File: config.mk
export PLATFORM = sky130hd
export DESIGN_NAME = mst_chain
export DESIGN_NICKNAME = d
export VERILOG_FILES = /design/src/hw/rtl/mst_pkg.sv /design/src/hw/rtl/mst_cell.sv /design/src/hw/rtl/mst_chain.sv
export SDC_FILE = /design/constraint.sdc
export NUM_CORES = 1
export LEC_CHECK = 0
export BUFFER_PORTS_ARGS = -buffer_cell sky130_fd_sc_hd__buf_2
export CAP_MARGIN = 20
export CORE_MARGIN = 10
export CORE_UTILIZATION = 40
export CTS_CLUSTER_SIZE = 40
export DETAILED_ROUTE_END_ITERATION = 7
export PLACE_DENSITY = 0.51
export SLEW_MARGIN = 30
export SYNTH_ARGS = -nofsm -noshare
export SYNTH_HDL_FRONTEND = slang
export SYNTH_HIERARCHICAL = 1
export SYNTH_SLANG_ARGS = --single-unit
File: constraint.sdc
create_clock -name clk -period 2 [get_ports clk]
set_input_delay 0.1 -clock clk [delete_from_list [all_inputs] [get_ports clk]]
set_output_delay 0.1 -clock clk [all_outputs]
set_load 0.01 [all_outputs]
File: src/hw/rtl/mst_pkg.sv
// Shared types and constants for the minimum spanning tree block.
`default_nettype none
package mst_pkg;

  localparam int MAX_VERTICES_DEF = 32;
  localparam int WEIGHT_BITS_DEF  = 16;

  // Configuration register and vertex fields inside control structs.
  localparam int CFG_W    = 6;
  localparam int VTX_W    = 6;
  localparam int TOT_W    = 21;
  localparam int SUM_W    = 34;
  localparam logic [TOT_W-1:0] TOTAL_MAX = 21'h1FFFFF;
  localparam logic [CFG_W-1:0] VCOUNT_RESET = 6'd32;

  // Lookup item travelling down the label chain.
  typedef struct packed {
    logic             valid;
    logic [VTX_W-1:0] u;
    logic [VTX_W-1:0] v;
    logic [VTX_W-1:0] lu;
    logic [VTX_W-1:0] lv;
  } token_t;

  // Merge command broadcast to every cell.
  typedef struct packed {
    logic             init;
    logic             en;
    logic [VTX_W-1:0] from;
    logic [VTX_W-1:0] to;
  } relabel_t;

endpackage
`default_nettype wire

File: src/hw/rtl/mst_cell.sv
// One label cell: holds the component label of one vertex and passes the lookup item on.
`default_nettype none
module mst_cell #(
  parameter int VW    = 5,
  parameter int INDEX = 0
) (
  input  wire                clk,
  input  wire                rst,
  input  mst_pkg::relabel_t  cmd,
  input  mst_pkg::token_t    tok_in,
  output mst_pkg::token_t    tok_out
);

  logic [VW-1:0] label;
  logic [mst_pkg::VTX_W-1:0] label_ext;
  logic [mst_pkg::VTX_W-1:0] my_index;

  assign label_ext = mst_pkg::VTX_W'(label);
  assign my_index  = mst_pkg::VTX_W'(INDEX);

  always_ff @(posedge clk) begin
    if (cmd.init) begin
      label <= VW'(INDEX);
    end else if (cmd.en && label_ext == cmd.from) begin
      label <= cmd.to[VW-1:0];
    end
  end

  always_ff @(posedge clk) begin
    if (rst) begin
      tok_out.valid <= 1'b0;
    end else begin
      tok_out.valid <= tok_in.valid;
    end
    tok_out.u  <= tok_in.u;
    tok_out.v  <= tok_in.v;
    tok_out.lu <= (tok_in.u == my_index) ? label_ext : tok_in.lu;
    tok_out.lv <= (tok_in.v == my_index) ? label_ext : tok_in.lv;
  end

endmodule
`default_nettype wire

File: src/hw/rtl/mst_chain.sv
// Row of label cells, one per vertex, that a lookup item walks through.
`default_nettype none
module mst_chain #(
  parameter int MAX_VERTICES = mst_pkg::MAX_VERTICES_DEF,
  parameter int VW           = 5
) (
  input  wire                clk,
  input  wire                rst,
  input  mst_pkg::relabel_t  cmd,
  input  mst_pkg::token_t    tok_in,
  output mst_pkg::token_t    tok_out
);

  mst_pkg::token_t link [MAX_VERTICES+1];

  assign link[0] = tok_in;
  assign tok_out = link[MAX_VERTICES];

  for (genvar i = 0; i < MAX_VERTICES; i++) begin : g_cell
    mst_cell #(.VW(VW), .INDEX(i)) u_cell (
      .clk     (clk),
      .rst     (rst),
      .cmd     (cmd),
      .tok_in  (link[i]),
      .tok_out (link[i+1])
    );
  end

endmodule
`default_nettype wire

Yosys cells after proc, flatten, opt, wreduce, memory -nomap -nowiden
Cells that the tools add are included.
- register bits after elaboration: 960
- input bits: 41
- output and inout bits: 25
- logic and storage cells: 448
- muxes and demuxes: 64
- equality and inequality tests: 94
- reductions and logical operators: 34
- operators with widths (kind ; number):
    $mux 5 ; 64
    $eq 5x6->1 ; 32
    $eq 6x5->1 const B ; 32
    $eq 6x4->1 const B ; 16
    $eq 6x3->1 const B ; 8
    $logic_and 1x1->1 ; 32
    $eq 6x2->1 const B ; 4
    $eq 6x1->1 const B ; 2
    $logic_not 6->1 ; 2

Longest topological paths before layout
- word-level depth: 2
- mapped depth: 5
- mapped depth without buffers: 4

Cells and area by module
The synthesis kept the hierarchy.
- by module, submodules not included (module ; instances ; sequential area each (um^2) ; cells an instance ; area each (um^2)):
    mst_cell at g_cell[11].u_cell ... ; 6 ; 600.6 ; 77 ; 964.7
    mst_cell at g_cell[10].u_cell ... ; 3 ; 600.6 ; 77 ; 1041.0
    mst_cell at g_cell[12].u_cell ... ; 2 ; 600.6 ; 78 ; 958.4
    mst_cell at g_cell[1].u_cell ... ; 2 ; 600.6 ; 79 ; 949.7
    mst_cell at g_cell[2].u_cell ... ; 2 ; 600.6 ; 79 ; 948.4
    mst_cell at g_cell[22].u_cell ; 1 ; 600.6 ; 76 ; 1007.2
    mst_cell at g_cell[30].u_cell ; 1 ; 600.6 ; 75 ; 1001.0
    mst_cell at g_cell[15].u_cell ; 1 ; 600.6 ; 78 ; 997.2
    mst_cell at g_cell[25].u_cell ; 1 ; 600.6 ; 76 ; 996.0
    mst_cell at g_cell[23].u_cell ; 1 ; 600.6 ; 75 ; 994.7
    mst_cell at g_cell[26].u_cell ; 1 ; 600.6 ; 76 ; 993.5
    mst_cell at g_cell[29].u_cell ; 1 ; 600.6 ; 75 ; 993.5
    mst_cell at g_cell[5].u_cell ; 1 ; 600.6 ; 77 ; 993.5
    mst_cell at g_cell[18].u_cell ; 1 ; 600.6 ; 77 ; 991.0
    8 more rows ; n/a ; n/a ; n/a ; n/a

Worst setup path after synthesis
No wires, ideal clock.
- kind: register to register
- from: register g_cell[0].u_cell.label[1]
- to: register g_cell[0].u_cell.label[0]
- slack: 0.570 ns
- data required time: 1.928 ns
- period minus slack after synthesis: 1.430 ns
- path buffers: 0
- stages on the path, launching flop included: 5
- setup time: 0.072 ns
- data arrival time: 1.359 ns
- cells stage by stage: dfxtp_1 nor2b_4 a2111o_1 nor4_4 mux2i_1
- word-level cells in the longest chain between the ends: 2
- ends and longest elaborated chain (item ; RTL line ; source):
    start, declared ; mst_cell.sv:14 ; logic [VW-1:0] label;
    start signal, assigned ; mst_cell.sv:23 ; label <= VW'(INDEX);
    start signal, assigned ; mst_cell.sv:25 ; label <= cmd.to[VW-1:0];
    $eq 5x6->1 ; mst_cell.sv:24 ; end else if (cmd.en && label_ext == cmd.from) begin
    $logic_and 1x1->1 ; mst_cell.sv:24 ;
Every way passes these cells.
A chain may end at the register's enable or synchronous reset.

Worst setup path after layout
- from: register g_cell[31].u_cell.label[1]
- to: register g_cell[31].u_cell.label[3]
- word-level cells in the longest chain between the ends: 2
- ends and longest elaborated chain (item ; RTL line):
    start, declared ; mst_cell.sv:14
    start signal, assigned ; mst_cell.sv:23
    start signal, assigned ; mst_cell.sv:25
    $eq 5x6->1 ; mst_cell.sv:24
    $logic_and 1x1->1 ; mst_cell.sv:24
Every way passes these cells.

==> impl_metrics.tcl <==
set metrics [dict create \
    grt_overflow_total 0 \
    worstSetupPathType "register to register" \
    dr.pass1.iters 7 \
    rows 102 \
    worstMarginPinSlew_ns 0.639 \
    core-area_mm2 0.0775 \
    portBuffers 64 \
    numClockSinks 960 \
    final_nets 2680 \
    antenna_found_initial 0 \
    cp-end-kind "register" \
    crit-reg2reg-launch "g_cell[31].u_cell/label[1]" \
    cts_root_buffer "clkbuf_16" \
    min_to "g_cell[0].u_cell/tok_out[15]" \
    drv_cap 0 \
    rsz0062_at_grt "no" \
    drc 0 \
    first_global_vias 18900 \
    async_flop_share_pct 0 \
    grt_start_max_net_pins 70 \
    timing.rr.end "g_cell[31].u_cell/label[3]" \
    gp_congestion 0.742 \
    drive_gt1_share_pct 21.6 \
    dieArea_mm2 0.0898 \
    critPathMaxFanout 5 \
    fp.dieH_um 300 \
    cts.clk_slew.worst_paths_ns 0.06 \
    finalCritPeriodShare_pct 95.2 \
    dp_hpwl_um 43100 \
    finalClockSkew_ns 0.0555 \
    hold_class "input port to register" \
    syn_inst 2463 \
    period_needed_ns 1.90 \
    synth_enable_flop_cells 0 \
    finalMaxSlewViolations 0 \
    synth_xor_area_share_pct 1.79 \
    start_util_pct 40.4 \
    seq_area_frac_synth_pct 61.4 \
    first_iter_violations 849 \
    ant_nets 0 \
    avgViaCountPerCell 4.71 \
    slew_headroom_pct 57.4 \
    syn_area_per_cell_um2 12.7 \
    synth_ff_type "dfxtp_1" \
    die_x_um 300 \
    p_leak_nw 15.9 \
    arrival_ns 2.44 \
    area_growth_pct 17.3 \
    grt_usage_pct 14.6 \
    hold_viol_final 0 \
    yosys.area_share.adder_pct 0 \
    cts_max_path_buffers 3 \
    hold_ws_ns 0.0718 \
    synth_top_family_by_area "simple AND/OR/NAND/NOR gates" \
    ys_types 53 \
    synth-simple-area-share_pct 17.2 \
    io_pins 66 \
    holdPathStages 2 \
    run_status "complete, no violations" \
    htree_levels 3 \
    cts_buffers 97 \
    final.setup.tns_ns 0 \
    syn-cell-area_mm2 0.0313 \
    min-delay-start "tok_in[15]" \
    power_density_mw_per_mm2 1130 \
    start_kind "register" \
    fmax_ghz 0.525 \
    cp.required_ns 2.54 \
    ir_worst_vdd_v 0.000794 \
    cts_tree "built" \
    synthMuxAreaShare_pct 14.8 \
    wl_per_cell_um 17.3 \
    totalWireLength_um 65200 \
    reg2reg_depth 5 \
    ys_warn_count 6 \
    setup-violations-final 0 \
    r2r_slack_ns 0.1 \
    grt_first_pass_wirelength_um 105000 \
    synth_nets 2504 \
    clock_latency_ns 0.67 \
    num_vias 17700 \
    synth_compound_area_share_pct 2.91 \
    synth_seq_cells 960 \
]
[metrics by stage]
stage | util [%] | area, µm² | std cells | worst slack, ns | total power [mW]
finish | 47.4 | 36700 | 3759 | 0.0961 | 41.6
CTS | 47.4 | 36700 | 3757 | 0.0364 | 42.2
floorplan | - | 31300 | 2463 | 0.570 | 22.4
detailed placement | 42.5 | 32900 | 3541 | 0.265 | 23.3
global placement | 42.5 | 32900 | 3541 | 0.231 | 23.3
global route | 47.4 | 36700 | 3758 | 0.00498 | 43.2
[cells by family (layout without fill, tap and decap cells)]
group | Yosys count | count (layout)
buffers and inverters | 120 | 375
multiplexers | 410 | 410
flip-flops | 960 | 960
AND/OR/NAND/NOR | 775 | 775
AO/OA/AOI/OAI | 134 | 134
XOR/XNOR | 64 | 64
other | 0 | 1
[worst max path at each step]
stage,startpoint,end,cells past startpoint
global placement,g_cell[0].u_cell/tok_out[21],g_cell[1].u_cell/tok_out[10],3
detailed placement,cmd[7],g_cell[0].u_cell/label[2],6
global route,g_cell[31].u_cell/label[1],g_cell[31].u_cell/label[3],5
floorplan,g_cell[0].u_cell/label[1],g_cell[0].u_cell/label[0],4
CTS,g_cell[31].u_cell/label[1],g_cell[31].u_cell/label[2],5
finish,g_cell[31].u_cell/label[1],g_cell[31].u_cell/label[3],5
[cell usage after synthesis, types with 8 or more instances]
master | instances | area (µm²)
mux2_1 | 31 | 349
nor2b_1 | 60 | 375
nand3b_1 | 8 | 60.1
a22oi_1 | 24 | 180
inv_1 | 67 | 251
mux2_2 | 159 | 1790
and2_1 | 45 | 282
nor3b_1 | 16 | 120
nand2_1 | 79 | 297
o21ai_0 | 69 | 345
and2_2 | 13 | 97.6
nand3b_2 | 11 | 124
or3_1 | 8 | 50.1
nand2b_1 | 165 | 1030
nor4_1 | 8 | 50.1
nor4b_1 | 10 | 87.6
or2b_1 | 35 | 263
nor3b_4 | 8 | 150
buf_6 | 18 | 203
buf_1 | 31 | 116
nor4b_2 | 8 | 120
xor2_1 | 44 | 385
nor2_1 | 190 | 713
nand4b_4 | 12 | 285
dfxtp_1 | 960 | 19200
mux2_4 | 60 | 901
o221ai_1 | 25 | 219
xnor2_1 | 20 | 175
nand3b_4 | 11 | 220
nor4b_4 | 8 | 190
mux2i_1 | 160 | 1600
[registers in the layout, summed over array words and instances (netlist names)]
name                   cells
g_cell.u_cell/tok_out    800
g_cell.u_cell/label      160
[area by class of cell]
cell class	instances	area, µm²
fill	6858	40700
clock buffer	141	2840
sequential	960	19200
clock inverter	37	573
timing repair buffer	126	1020
multi-input combinational	1383	11500
antenna	1	2.50
inverter	71	267
tap	1040	1300
[layer usage]
metal	global-route usage [%]	part of all wire (%)	wire length, µm	vias up
li1	-	-	-	8717
met4	4.52	2.6	1670	0
met1	18.6	46	29900	8593
met2	24.7	48	31100	273
met3	2.80	3.9	2560	122
met5	0	0	0	-
[layout by cell type, fill, tap and decap left out, types with 24 or more instances in the layout]
cell             n
dfxtp_1        958
nor2_1         190
nand2b_1       165
mux2i_1        160
mux2_2         159
clkbuf_16       97
nand2_1         79
o21ai_0         69
inv_1           67
buf_2           63
nor2b_1         60
mux2_4          60
and2_1          45
xor2_1          44
dlygate4sd3_1   38
or2b_1          35
mux2_1          31
clkbuf_8        25
o221ai_1        25
a22oi_1         24
[where the power goes]
| part | leakage, nW | switching [mW] | total (mW) | internal (mW) |
|---|---|---|---|---|
| logic | 6.25 | 0.861 | 1.92 | 1.06 |
| clock network | 1.67 | 7.54 | 18.7 | 11.1 |
| registers | 8.03 | 0.523 | 21.0 | 20.5 |
| total | 15.9 | 8.93 | 41.6 | 32.6 |
[what timing repair did]
action                     CTS  global route
buffers inserted             0             1
setup endpoints to repair    0             3
hold buffers                38             0
hold endpoints to repair   147             0
resized for setup            0             2
[critical path, stage by stage (launching register included)]
cell and delay (ns):
dfxtp_2 0.39, inv_1 0.05, a222oi_1 0.37, nand4_2 0.24, mux2i_1 0.16, dlygate4sd3_1 0.57
(Power assumes the default switching activity.)
